<file path="src/design/bcd_pkg.sv">
// Shared types, codes and arithmetic helpers for the block texture decoder.
package bcd_pkg;

  // block_format codes; code 3 decodes as BC3
  localparam logic [1:0] FMT_BC1 = 2'd0;
  localparam logic [1:0] FMT_BC2 = 2'd1;
  localparam logic [1:0] FMT_BC3 = 2'd2;

  // register index bit of the byte address
  localparam logic REG_BLOCK_FORMAT = 1'b0;

  localparam logic [1:0] LAST_ROW_IDX = 2'd3;

  typedef struct packed {
    logic [63:0] colour_block;
    logic [63:0] alpha_block;
  } bcd_in_t;

  typedef struct packed {
    logic [1:0]  row_index;
    logic [31:0] texel_left;
    logic [31:0] texel_second;
    logic [31:0] texel_third;
    logic [31:0] texel_right;
    logic        last_row;
  } bcd_out_t;

  // blue in the high byte so that {alpha, rgb} packs red at bits 7:0
  typedef struct packed {
    logic [7:0] blue;
    logic [7:0] green;
    logic [7:0] red;
  } rgb_t;

  typedef struct packed {
    logic [1:0]       fmt;
    rgb_t [3:0]       col;
    logic [3:0]       opq;
    logic [7:0][7:0]  apal;
    logic [31:0]      cidx;
    logic [63:0]      abits;
  } pal_t;

  // per-texel selectors handed to one lane
  typedef struct packed {
    logic [1:0] ci;
    logic [3:0] nib;
    logic [2:0] ai;
  } lane_sel_t;

  function automatic rgb_t expand565(input logic [15:0] v);
    rgb_t c;
    c.red   = {v[15:11], v[15:13]};
    c.green = {v[10:5], v[10:9]};
    c.blue  = {v[4:0], v[4:2]};
    return c;
  endfunction

  // floor(x/3) for x <= 765 via reciprocal 683/2048
  function automatic logic [7:0] div3(input logic [9:0] x);
    logic [19:0] p;
    p = 20'(x) * 20'd683;
    return p[18:11];
  endfunction

  // floor(x/5) for x <= 1275 via reciprocal 52429/2^18
  function automatic logic [7:0] div5(input logic [10:0] x);
    logic [26:0] p;
    p = 27'(x) * 27'd52429;
    return p[25:18];
  endfunction

  // floor(x/7) for x <= 1785 via reciprocal 9363/2^16
  function automatic logic [7:0] div7(input logic [10:0] x);
    logic [24:0] p;
    p = 25'(x) * 25'd9363;
    return p[23:16];
  endfunction

endpackage

</file>
<file path="src/design/bcd_palette.sv">
// Palette stage: builds colour and alpha palettes of one block and registers them.
module bcd_palette (
  input  logic            clk,
  input  logic            load,
  input  logic [1:0]      fmt,
  input  bcd_pkg::bcd_in_t blk,
  output bcd_pkg::pal_t   pal
);

  bcd_pkg::pal_t pal_r;
  bcd_pkg::pal_t pal_nxt;

  logic [15:0]      e0;
  logic [15:0]      e1;
  logic             three;
  bcd_pkg::rgb_t    c0;
  bcd_pkg::rgb_t    c1;
  bcd_pkg::rgb_t    cm2;
  bcd_pkg::rgb_t    cm3;
  logic [7:0]       a0;
  logic [7:0]       a1;
  logic [10:0]      ws;

  assign e0 = blk.colour_block[15:0];
  assign e1 = blk.colour_block[31:16];
  assign three = (fmt == bcd_pkg::FMT_BC1) && (e0 <= e1);
  assign c0 = bcd_pkg::expand565(e0);
  assign c1 = bcd_pkg::expand565(e1);
  assign a0 = blk.alpha_block[7:0];
  assign a1 = blk.alpha_block[15:8];

  always_comb begin
    cm2 = '0;
    cm3 = '0;
    if (three) begin
      cm2.red   = 8'((({1'b0, c0.red}   + {1'b0, c1.red})   >> 1));
      cm2.green = 8'((({1'b0, c0.green} + {1'b0, c1.green}) >> 1));
      cm2.blue  = 8'((({1'b0, c0.blue}  + {1'b0, c1.blue})  >> 1));
    end else begin
      cm2.red   = bcd_pkg::div3({1'b0, c0.red, 1'b0}   + {2'b0, c1.red});
      cm2.green = bcd_pkg::div3({1'b0, c0.green, 1'b0} + {2'b0, c1.green});
      cm2.blue  = bcd_pkg::div3({1'b0, c0.blue, 1'b0}  + {2'b0, c1.blue});
      cm3.red   = bcd_pkg::div3({2'b0, c0.red}   + {1'b0, c1.red, 1'b0});
      cm3.green = bcd_pkg::div3({2'b0, c0.green} + {1'b0, c1.green, 1'b0});
      cm3.blue  = bcd_pkg::div3({2'b0, c0.blue}  + {1'b0, c1.blue, 1'b0});
    end
  end

  always_comb begin
    ws = '0;
    pal_nxt.fmt    = fmt;
    pal_nxt.col[0] = c0;
    pal_nxt.col[1] = c1;
    pal_nxt.col[2] = cm2;
    pal_nxt.col[3] = cm3;
    pal_nxt.opq    = {!three, 3'b111};
    pal_nxt.cidx   = blk.colour_block[63:32];
    pal_nxt.abits  = blk.alpha_block;
    pal_nxt.apal   = '0;
    pal_nxt.apal[0] = a0;
    pal_nxt.apal[1] = a1;
    if (a0 <= a1) begin
      for (int i = 1; i < 5; i++) begin
        ws = 11'(5 - i) * {3'b0, a0} + 11'(i) * {3'b0, a1};
        pal_nxt.apal[1 + i] = bcd_pkg::div5(ws);
      end
      pal_nxt.apal[6] = 8'd0;
      pal_nxt.apal[7] = 8'd255;
    end else begin
      for (int i = 1; i < 7; i++) begin
        ws = 11'(7 - i) * {3'b0, a0} + 11'(i) * {3'b0, a1};
        pal_nxt.apal[1 + i] = bcd_pkg::div7(ws);
      end
    end
  end

  always_ff @(posedge clk) begin
    if (load) begin
      pal_r <= pal_nxt;
    end
  end

  assign pal = pal_r;

endmodule

</file>
<file path="src/design/bcd_lane.sv">
// Texel lane: looks up colour and alpha of one texel from the block palettes.
module bcd_lane (
  input  bcd_pkg::pal_t     pal,
  input  bcd_pkg::lane_sel_t sel,
  output logic [31:0]       texel
);

  bcd_pkg::rgb_t rgb;
  logic [7:0]    alpha;

  assign rgb = pal.col[sel.ci];

  always_comb begin
    unique case (pal.fmt)
      bcd_pkg::FMT_BC1: alpha = pal.opq[sel.ci] ? 8'd255 : 8'd0;
      bcd_pkg::FMT_BC2: alpha = {sel.nib, sel.nib};
      default:          alpha = pal.apal[sel.ai];
    endcase
  end

  assign texel = {alpha, rgb};

endmodule

</file>
<file path="src/design/bc_block_texture_decoder_core.sv">
// Top level of the BC1/BC2/BC3 block decoder: handshake, row sequencing and row merge.
//
// Usage: present a compressed 4x4 block on in_data and raise start; the block is
// taken at a rising edge where start is high and busy is low. in_data carries the
// 64-bit colour half and the 64-bit alpha half, both little-endian.
// Each block yields four beats on out_data, rows 0 to 3 in order on consecutive
// cycles, each marked by out_strobe for exactly one cycle; last_row flags row 3.
// Four lanes decode the four texels of a row in parallel and a merge register
// assembles the row, so one row leaves per cycle.
// A block passes the input register, the palette register and the merge register
// before row 0 shows on out_data. Block throughput is bounded by the four rows
// each block emits; a second block may be taken while the first is in the
// palette stage, and busy holds later blocks off until the last row starts.
// The receiver cannot stall: every strobed beat is taken.
// block_format sits at APB byte address 0 (0 BC1, 1 BC2, 2 BC3) and must only be
// written while the block is idle; it is sampled with each accepted block.
// Reset (rst_n low, synchronous) drops any block in flight and sets BC1.
module bc_block_texture_decoder_core (
  input  logic              clk,
  input  logic              rst_n,
  input  logic              start,
  output logic              busy,
  input  bcd_pkg::bcd_in_t  in_data,
  output logic              out_strobe,
  output bcd_pkg::bcd_out_t out_data,
  input  logic              psel,
  input  logic              penable,
  input  logic              pwrite,
  input  logic [2:0]        paddr,
  input  logic [31:0]       pwdata,
  output logic [31:0]       prdata,
  output logic              pready
);

  logic [1:0]        fmt_cfg_r;
  logic              v1_r;
  logic              v1_nxt;
  logic              v2_r;
  logic              v2_nxt;
  logic [1:0]        row_r;
  logic [1:0]        row_nxt;
  bcd_pkg::bcd_in_t  blk_r;
  logic [1:0]        blk_fmt_r;
  logic              out_strobe_r;
  bcd_pkg::bcd_out_t out_r;
  bcd_pkg::bcd_out_t out_nxt;

  logic              accept;
  logic              last2;
  logic              load2;
  logic              cfg_wr;
  bcd_pkg::pal_t     pal;
  logic [7:0]        row_cidx;
  logic [15:0]       row_nibs;
  logic [11:0]       row_aidx;
  bcd_pkg::lane_sel_t [3:0] sel;
  logic [3:0][31:0]  texel;

  // config port
  assign pready = 1'b1;
  assign cfg_wr = psel && penable && pwrite && (paddr[2] == bcd_pkg::REG_BLOCK_FORMAT);
  assign prdata = (paddr[2] == bcd_pkg::REG_BLOCK_FORMAT) ? {30'b0, fmt_cfg_r} : 32'b0;

  always_ff @(posedge clk) begin
    if (!rst_n) begin
      fmt_cfg_r <= bcd_pkg::FMT_BC1;
    end else if (cfg_wr) begin
      fmt_cfg_r <= pwdata[1:0];
    end
  end

  // stage 1 moves into the palette stage when that is empty or on its last row
  assign last2  = v2_r && (row_r == bcd_pkg::LAST_ROW_IDX);
  assign load2  = v1_r && (!v2_r || last2);
  assign busy   = v1_r && !load2;
  assign accept = start && !busy;

  always_comb begin
    v1_nxt = v1_r;
    if (accept) begin
      v1_nxt = 1'b1;
    end else if (load2) begin
      v1_nxt = 1'b0;
    end
    v2_nxt = v2_r;
    if (load2) begin
      v2_nxt = 1'b1;
    end else if (last2) begin
      v2_nxt = 1'b0;
    end
    row_nxt = row_r;
    if (load2) begin
      row_nxt = 2'd0;
    end else if (v2_r) begin
      row_nxt = row_r + 2'd1;
    end
  end

  always_ff @(posedge clk) begin
    if (!rst_n) begin
      v1_r         <= 1'b0;
      v2_r         <= 1'b0;
      row_r        <= 2'd0;
      out_strobe_r <= 1'b0;
    end else begin
      v1_r         <= v1_nxt;
      v2_r         <= v2_nxt;
      row_r        <= row_nxt;
      out_strobe_r <= v2_r;
    end
  end

  always_ff @(posedge clk) begin
    if (accept) begin
      blk_r     <= in_data;
      blk_fmt_r <= fmt_cfg_r;
    end
  end

  bcd_palette u_palette (
    .clk  (clk),
    .load (load2),
    .fmt  (blk_fmt_r),
    .blk  (blk_r),
    .pal  (pal)
  );

  // pick the current row's index bits
  assign row_cidx = pal.cidx[{row_r, 3'b000} +: 8];
  assign row_nibs = pal.abits[{row_r, 4'b0000} +: 16];
  assign row_aidx = pal.abits[6'd16 + 6'(row_r) * 6'd12 +: 12];

  for (genvar t = 0; t < 4; t++) begin : g_lane
    assign sel[t].ci  = row_cidx[2 * t +: 2];
    assign sel[t].nib = row_nibs[4 * t +: 4];
    assign sel[t].ai  = row_aidx[3 * t +: 3];

    bcd_lane u_lane (
      .pal   (pal),
      .sel   (sel[t]),
      .texel (texel[t])
    );
  end

  // merge the lanes into one row beat
  always_comb begin
    out_nxt.row_index    = row_r;
    out_nxt.texel_left   = texel[0];
    out_nxt.texel_second = texel[1];
    out_nxt.texel_third  = texel[2];
    out_nxt.texel_right  = texel[3];
    out_nxt.last_row     = (row_r == bcd_pkg::LAST_ROW_IDX);
  end

  always_ff @(posedge clk) begin
    if (v2_r) begin
      out_r <= out_nxt;
    end
  end

  assign out_strobe = out_strobe_r;
  assign out_data   = out_r;

endmodule
</file>
<file path="config.mk">
export PLATFORM = sky130hd
export DESIGN_NAME = bc_block_texture_decoder_core
export DESIGN_NICKNAME = d
export VERILOG_FILES = /design/src/design/bcd_pkg.sv /design/src/design/bcd_palette.sv /design/src/design/bcd_lane.sv /design/src/design/bc_block_texture_decoder_core.sv
export SDC_FILE = /design/constraint.sdc
export NUM_CORES = 2
export LEC_CHECK = 0
export BUFFER_PORTS_ARGS = -buffer_cell sky130_fd_sc_hd__buf_2
export CAP_MARGIN = 20
export CORE_ASPECT_RATIO = 1.5
export CORE_MARGIN = 3
export CORE_UTILIZATION = 40
export CTS_CLUSTER_DIAMETER = 30
export CTS_CLUSTER_SIZE = 16
export DETAILED_ROUTE_END_ITERATION = 12
export PLACE_DENSITY_LB_ADDON = 0.25
export SETUP_SLACK_MARGIN = 0.05
export SLEW_MARGIN = 20
export SYNTH_ARGS = -nofsm -noshare
export SYNTH_HDL_FRONTEND = slang
export SYNTH_SLANG_ARGS = --single-unit
</file>
<file path="constraint.sdc">
create_clock -name clk -period 40.2 [get_ports clk]
set_clock_uncertainty 0.05 [all_clocks]
set_input_delay 8.04 -clock clk [delete_from_list [all_inputs] [get_ports clk]]
set_output_delay 8.04 -clock clk [all_outputs]
set_load 0.005 [all_outputs]
</file>
==> report_table.html <==
<table>
<tr><th>Metric</th><th>Value</th></tr>
<tr><th colspan="2">Status</th></tr>
<tr><td>Run status</td><td>finished clean</td></tr>
<tr><th colspan="2">Synth</th></tr>
<tr><td>Syn Std Cell Area</td><td>57,650 um^2</td></tr>
<tr><td>Asr flop ratio synth</td><td>0%</td></tr>
<tr><td>Cell taking the most area after synthesis</td><td>sky130_fd_sc_hd__ha_1</td></tr>
<tr><td>Most used DFF post-synth</td><td>sky130_fd_sc_hd__edfxtp_1</td></tr>
<tr><td>Top-area cell type share of the netlist area</td><td>26.98%</td></tr>
<tr><td>Mean Syn Cell Area</td><td>11.63 um^2</td></tr>
<tr><td>Part of the Yosys area used for sequential elements</td><td>25.66%</td></tr>
<tr><td>Count of warnings emitted by yosys</td><td>0</td></tr>
<tr><td>Parity-gate share of the synthesized area counting xor and xnor cells</td><td>3.859%</td></tr>
<tr><td>Post-synthesis mux area share</td><td>8.651%</td></tr>
<tr><td>Post-synthesis adder-cell area fraction</td><td>41.53%</td></tr>
<tr><td>Gate Count Post-Synth</td><td>4,957</td></tr>
<tr><td>Synth unique cells</td><td>85</td></tr>
<tr><td>Flop and latch count out of synthesis</td><td>495</td></tr>
<tr><td>Compound-gate portion of the synthesized area</td><td>8.590%</td></tr>
<tr><td>Largest cells by area after synthesis</td><td>sky130_fd_sc_hd__ha_1 27%, sky130_fd_sc_hd__edfxtp_1 25%, sky130_fd_sc_hd__fa_1 15%, sky130_fd_sc_hd__mux4_2 7.1%, sky130_fd_sc_hd__inv_1 5.4%</td></tr>
<tr><td>Number of synthesized flops with an enable pin</td><td>488</td></tr>
<tr><td>Combinational family with the most area after synthesis</td><td>adder cells</td></tr>
<tr><td>Basic-gate share of the synthesized area counting and, or, nand and nor cells</td><td>5.074%</td></tr>
<tr><th colspan="2">GRT</th></tr>
<tr><td>Number of global-route vias before repair</td><td>41,690</td></tr>
<tr><td>Overflow left after global routing</td><td>0</td></tr>
<tr><td>Total Routing Usage GR</td><td>20.22%</td></tr>
<tr><td>Number of antenna violations at the first check in global routing</td><td>21</td></tr>
<tr><td>Wire length of the first global-routing pass</td><td>232.4 mm</td></tr>
<tr><td>Largest net degree at the start of global routing</td><td>154</td></tr>
<tr><th colspan="2">Placement</th></tr>
<tr><td>Routability congestion estimate</td><td>0.8784</td></tr>
<tr><td>Detailed placement HPWL</td><td>119.4 mm</td></tr>
<tr><td>Port bufs</td><td>271</td></tr>
<tr><td>Post-place setup slack</td><td>23.73 ns</td></tr>
<tr><th colspan="2">Timing</th></tr>
<tr><td>Maximum frequency from static timing analysis</td><td>0.06070 GHz</td></tr>
<tr><td>Unrepaired setup endpoints after global routing</td><td>false</td></tr>
<tr><td>Worst Max-Slew Pin Slew</td><td>1.058 ns</td></tr>
<tr><td>Final setup violation count</td><td>0</td></tr>
<tr><td>Share of the clock period used by the worst path</td><td>40.98%</td></tr>
<tr><td>Shortest period the worst path allows</td><td>16.47 ns</td></tr>
<tr><td>Relative slew slack</td><td>29.47%</td></tr>
<tr><td>Final setup margin</td><td>23.73 ns</td></tr>
<tr><td>Final sum of negative setup slack</td><td>0 ns</td></tr>
<tr><td>Total count of max-transition violations in the final report</td><td>0</td></tr>
<tr><td>Endpoints failing hold</td><td>0</td></tr>
<tr><th colspan="2">Clock network</th></tr>
<tr><td>Clock Sinks</td><td>495</td></tr>
<tr><td>TritonCTS clock tree</td><td>done</td></tr>
<tr><td>Clock-pin slew reported for the worst setup and hold paths after clock tree synthesis</td><td>0.05 ns</td></tr>
<tr><td>Latest clock arrival within the worst-skew pair</td><td>0.74 ns</td></tr>
<tr><td>Root Driver</td><td>sky130_fd_sc_hd__clkbuf_16</td></tr>
<tr><td>Resize count post-CTS</td><td>0</td></tr>
<tr><td>Clock Path Buffers</td><td>3</td></tr>
<tr><td>Clock buffers created by TritonCTS</td><td>96</td></tr>
<tr><td>CTS Hold Buffers Added</td><td>0</td></tr>
<tr><td>H-tree lvl count</td><td>3</td></tr>
<tr><td>Setup repair bufs after CTS</td><td>0</td></tr>
<tr><th colspan="2">Route</th></tr>
<tr><td>Metal2 WL</td><td>75.50 mm</td></tr>
<tr><td>Drt wl/cell</td><td>20.31 um</td></tr>
<tr><td>Count of routing violations after the opening detailed-route iteration</td><td>1,853</td></tr>
<tr><td>Post-detailed-route DRC marker count</td><td>0</td></tr>
<tr><td>Routed met1 length</td><td>55.33 mm</td></tr>
<tr><td>Via count</td><td>38,770</td></tr>
<tr><td>Top routing layer used</td><td>met5</td></tr>
<tr><td>Drt first pass iters</td><td>5</td></tr>
<tr><td>Length of routed met3 wiring</td><td>9.009 mm</td></tr>
<tr><td>Routed Wire Length</td><td>147.6 mm</td></tr>
<tr><td>Antenna Nets Post-Route</td><td>0</td></tr>
<tr><td>Drt via density</td><td>5.338</td></tr>
<tr><th colspan="2">Cells and area</th></tr>
<tr><td>Most common cell after layout, fill and taps aside</td><td>sky130_fd_sc_hd__ha_1</td></tr>
<tr><td>Net count reported at finish</td><td>7,111</td></tr>
<tr><td>Filler cell count in the final layout</td><td>13,150</td></tr>
<tr><td>Register cell area after layout</td><td>14,800 um^2</td></tr>
<tr><td>Share of layout cells above drive strength 1</td><td>13.45%</td></tr>
<tr><td>Commonest cells after routing, fill and taps aside</td><td>1,242 x sky130_fd_sc_hd__ha_1, 824 x sky130_fd_sc_hd__inv_1, 488 x sky130_fd_sc_hd__edfxtp_1</td></tr>
<tr><td>Total area of multi-input combinational cells</td><td>39,200 um^2</td></tr>
<tr><td>Layout overhead on the synthesized area</td><td>11.99%</td></tr>
<tr><th colspan="2">Worst setup path</th></tr>
<tr><td>Cell with the most instances on the worst path</td><td>sky130_fd_sc_hd__buf_2</td></tr>
<tr><td>Critical Path AT</td><td>8.38 ns</td></tr>
<tr><td>Critical Path Sink Type</td><td>output pin</td></tr>
<tr><td>Category of the worst setup path launch point</td><td>input port</td></tr>
<tr><td>Startpoint-to-endpoint class of the critical path</td><td>input port to output pin</td></tr>
<tr><td>Cell with the biggest individual delay on the critical path</td><td>sky130_fd_sc_hd__buf_2</td></tr>
<tr><td>Endpoint required time on the critical path</td><td>32.11 ns</td></tr>
<tr><td>Crit-path max cell delay</td><td>0.12 ns</td></tr>
<tr><td>Critical Path, Cell by Cell</td><td>buf_2 &gt; nor2b_1 &gt; buf_2</td></tr>
<tr><td>Worst Path Max Fanout</td><td>3</td></tr>
<tr><th colspan="2">Floorplan</th></tr>
<tr><td>Core Box Area</td><td>143,200 um^2</td></tr>
<tr><td>Number of I/O pins</td><td>335</td></tr>
<tr><td>Floorplan die area</td><td>148,800 um^2</td></tr>
<tr><td>Starting utilization of the core area</td><td>40.27%</td></tr>
<tr><td>Die extent in x</td><td>316.0 um</td></tr>
<tr><td>Floorplan row count</td><td>170</td></tr>
<tr><td>Die Y-Extent</td><td>471.0 um</td></tr>
<tr><th colspan="2">Min path</th></tr>
<tr><td>Hold crit path type</td><td>register to register</td></tr>
<tr><th colspan="2">Run</th></tr>
<tr><td>Max-cap violation count</td><td>0</td></tr>
</table>
==> final timing paths <==
kind | slack [ns] | end | start | cells past startpoint
worst min register to register | 0.31 | u_palette.pal[42] | blk_r[42] | 0
worst min-delay path | 0.31 | u_palette.pal[42] | blk_r[42] | 0
worst max register to register | 31.00 | u_palette.pal[127] | blk_r[1] | 31
worst max-delay path | 23.73 | prdata[0] | paddr[2] | 3
==> worst max-delay path, delay by kind of cell <==
| kind | cells | cell delay [ns] |
|---|---|---|
| buf+inv | 2 | 0.23 |
| simple gates | 1 | 0.11 |
==> logic make-up (layout without fill, tap and decap cells) <==
kind of cell | Yosys count | after routing
AOI/OAI and AO/OA | 749 | 749
xor gates and xnor gates | 254 | 254
adders and majority gates | 1662 | 1662
buffers and inverters | 942 | 1317
DFF | 495 | 495
muxes | 260 | 260
other | 2 | 42
and+or+nand+nor | 593 | 593
==> stage by stage <==
stage,cells,cell area [um^2],hold WS [ns],utilization [%]
global route,7253,64540,0.3374,45.09
finish,7264,64570,0.3143,45.10
detailed placement,7074,61140,0.3545,42.71
floorplan,4986,57760,0.3503,-
CTS,7253,64530,0.3206,45.08
global placement,7074,61140,0.3505,42.71
==> final cells by class <==
type | instances | share of cell area, %
clock buffers | 104 | 3.767
repair buffers | 314 | 2.620
diodes | 11 | 0.04263
clock inverters | 75 | 1.482
flip-flops and latches | 495 | 22.93
well taps | 1892 | 3.666
inverters | 824 | 4.790
multi-input cells | 3549 | 60.70
==> routing by layer <==
metal	vias up	GRT usage [%]
li1	18330	-
met1	19060	22.91
met2	1044	36.15
met3	318	4.050
met4	16	9.540
met5	-	0
==> Yosys cell counts (17+ instances only) <==
cell type / number
sky130_fd_sc_hd__nor2b_1: 63
sky130_fd_sc_hd__o21bai_1: 48
sky130_fd_sc_hd__o31ai_1: 20
sky130_fd_sc_hd__o21a_1: 47
sky130_fd_sc_hd__nand2_1: 116
sky130_fd_sc_hd__inv_1: 824
sky130_fd_sc_hd__buf_2: 35
sky130_fd_sc_hd__o211ai_1: 21
sky130_fd_sc_hd__edfxtp_1: 488
sky130_fd_sc_hd__nand4_1: 19
sky130_fd_sc_hd__a22oi_1: 22
sky130_fd_sc_hd__xor2_1: 76
sky130_fd_sc_hd__nor3_1: 72
sky130_fd_sc_hd__nor2_1: 165
sky130_fd_sc_hd__a21oi_1: 221
sky130_fd_sc_hd__clkbuf_1: 27
sky130_fd_sc_hd__a211oi_1: 47
sky130_fd_sc_hd__and2_1: 17
sky130_fd_sc_hd__mux4_2: 183
sky130_fd_sc_hd__or3_1: 23
sky130_fd_sc_hd__mux2i_1: 64
sky130_fd_sc_hd__o21ai_0: 108
sky130_fd_sc_hd__fa_1: 419
sky130_fd_sc_hd__a21o_1: 79
sky130_fd_sc_hd__ha_1: 1243
sky130_fd_sc_hd__xnor2_1: 178
sky130_fd_sc_hd__buf_4: 36
sky130_fd_sc_hd__and3_1: 18
sky130_fd_sc_hd__nand3_1: 35
==> state kept, by name, summed over array words and instances, names as in the netlist <==
name and flops:
u_palette.pal 227, fmt_cfg_r 2, blk_fmt_r 2, v1_r 1
blk_r 128, row_r 2, v2_r 1, out_strobe 1
out_data 131
Power is left out: the tool's default activity adds up to more than one toggle a clock period on the data nets, which glitch-free logic cannot reach.
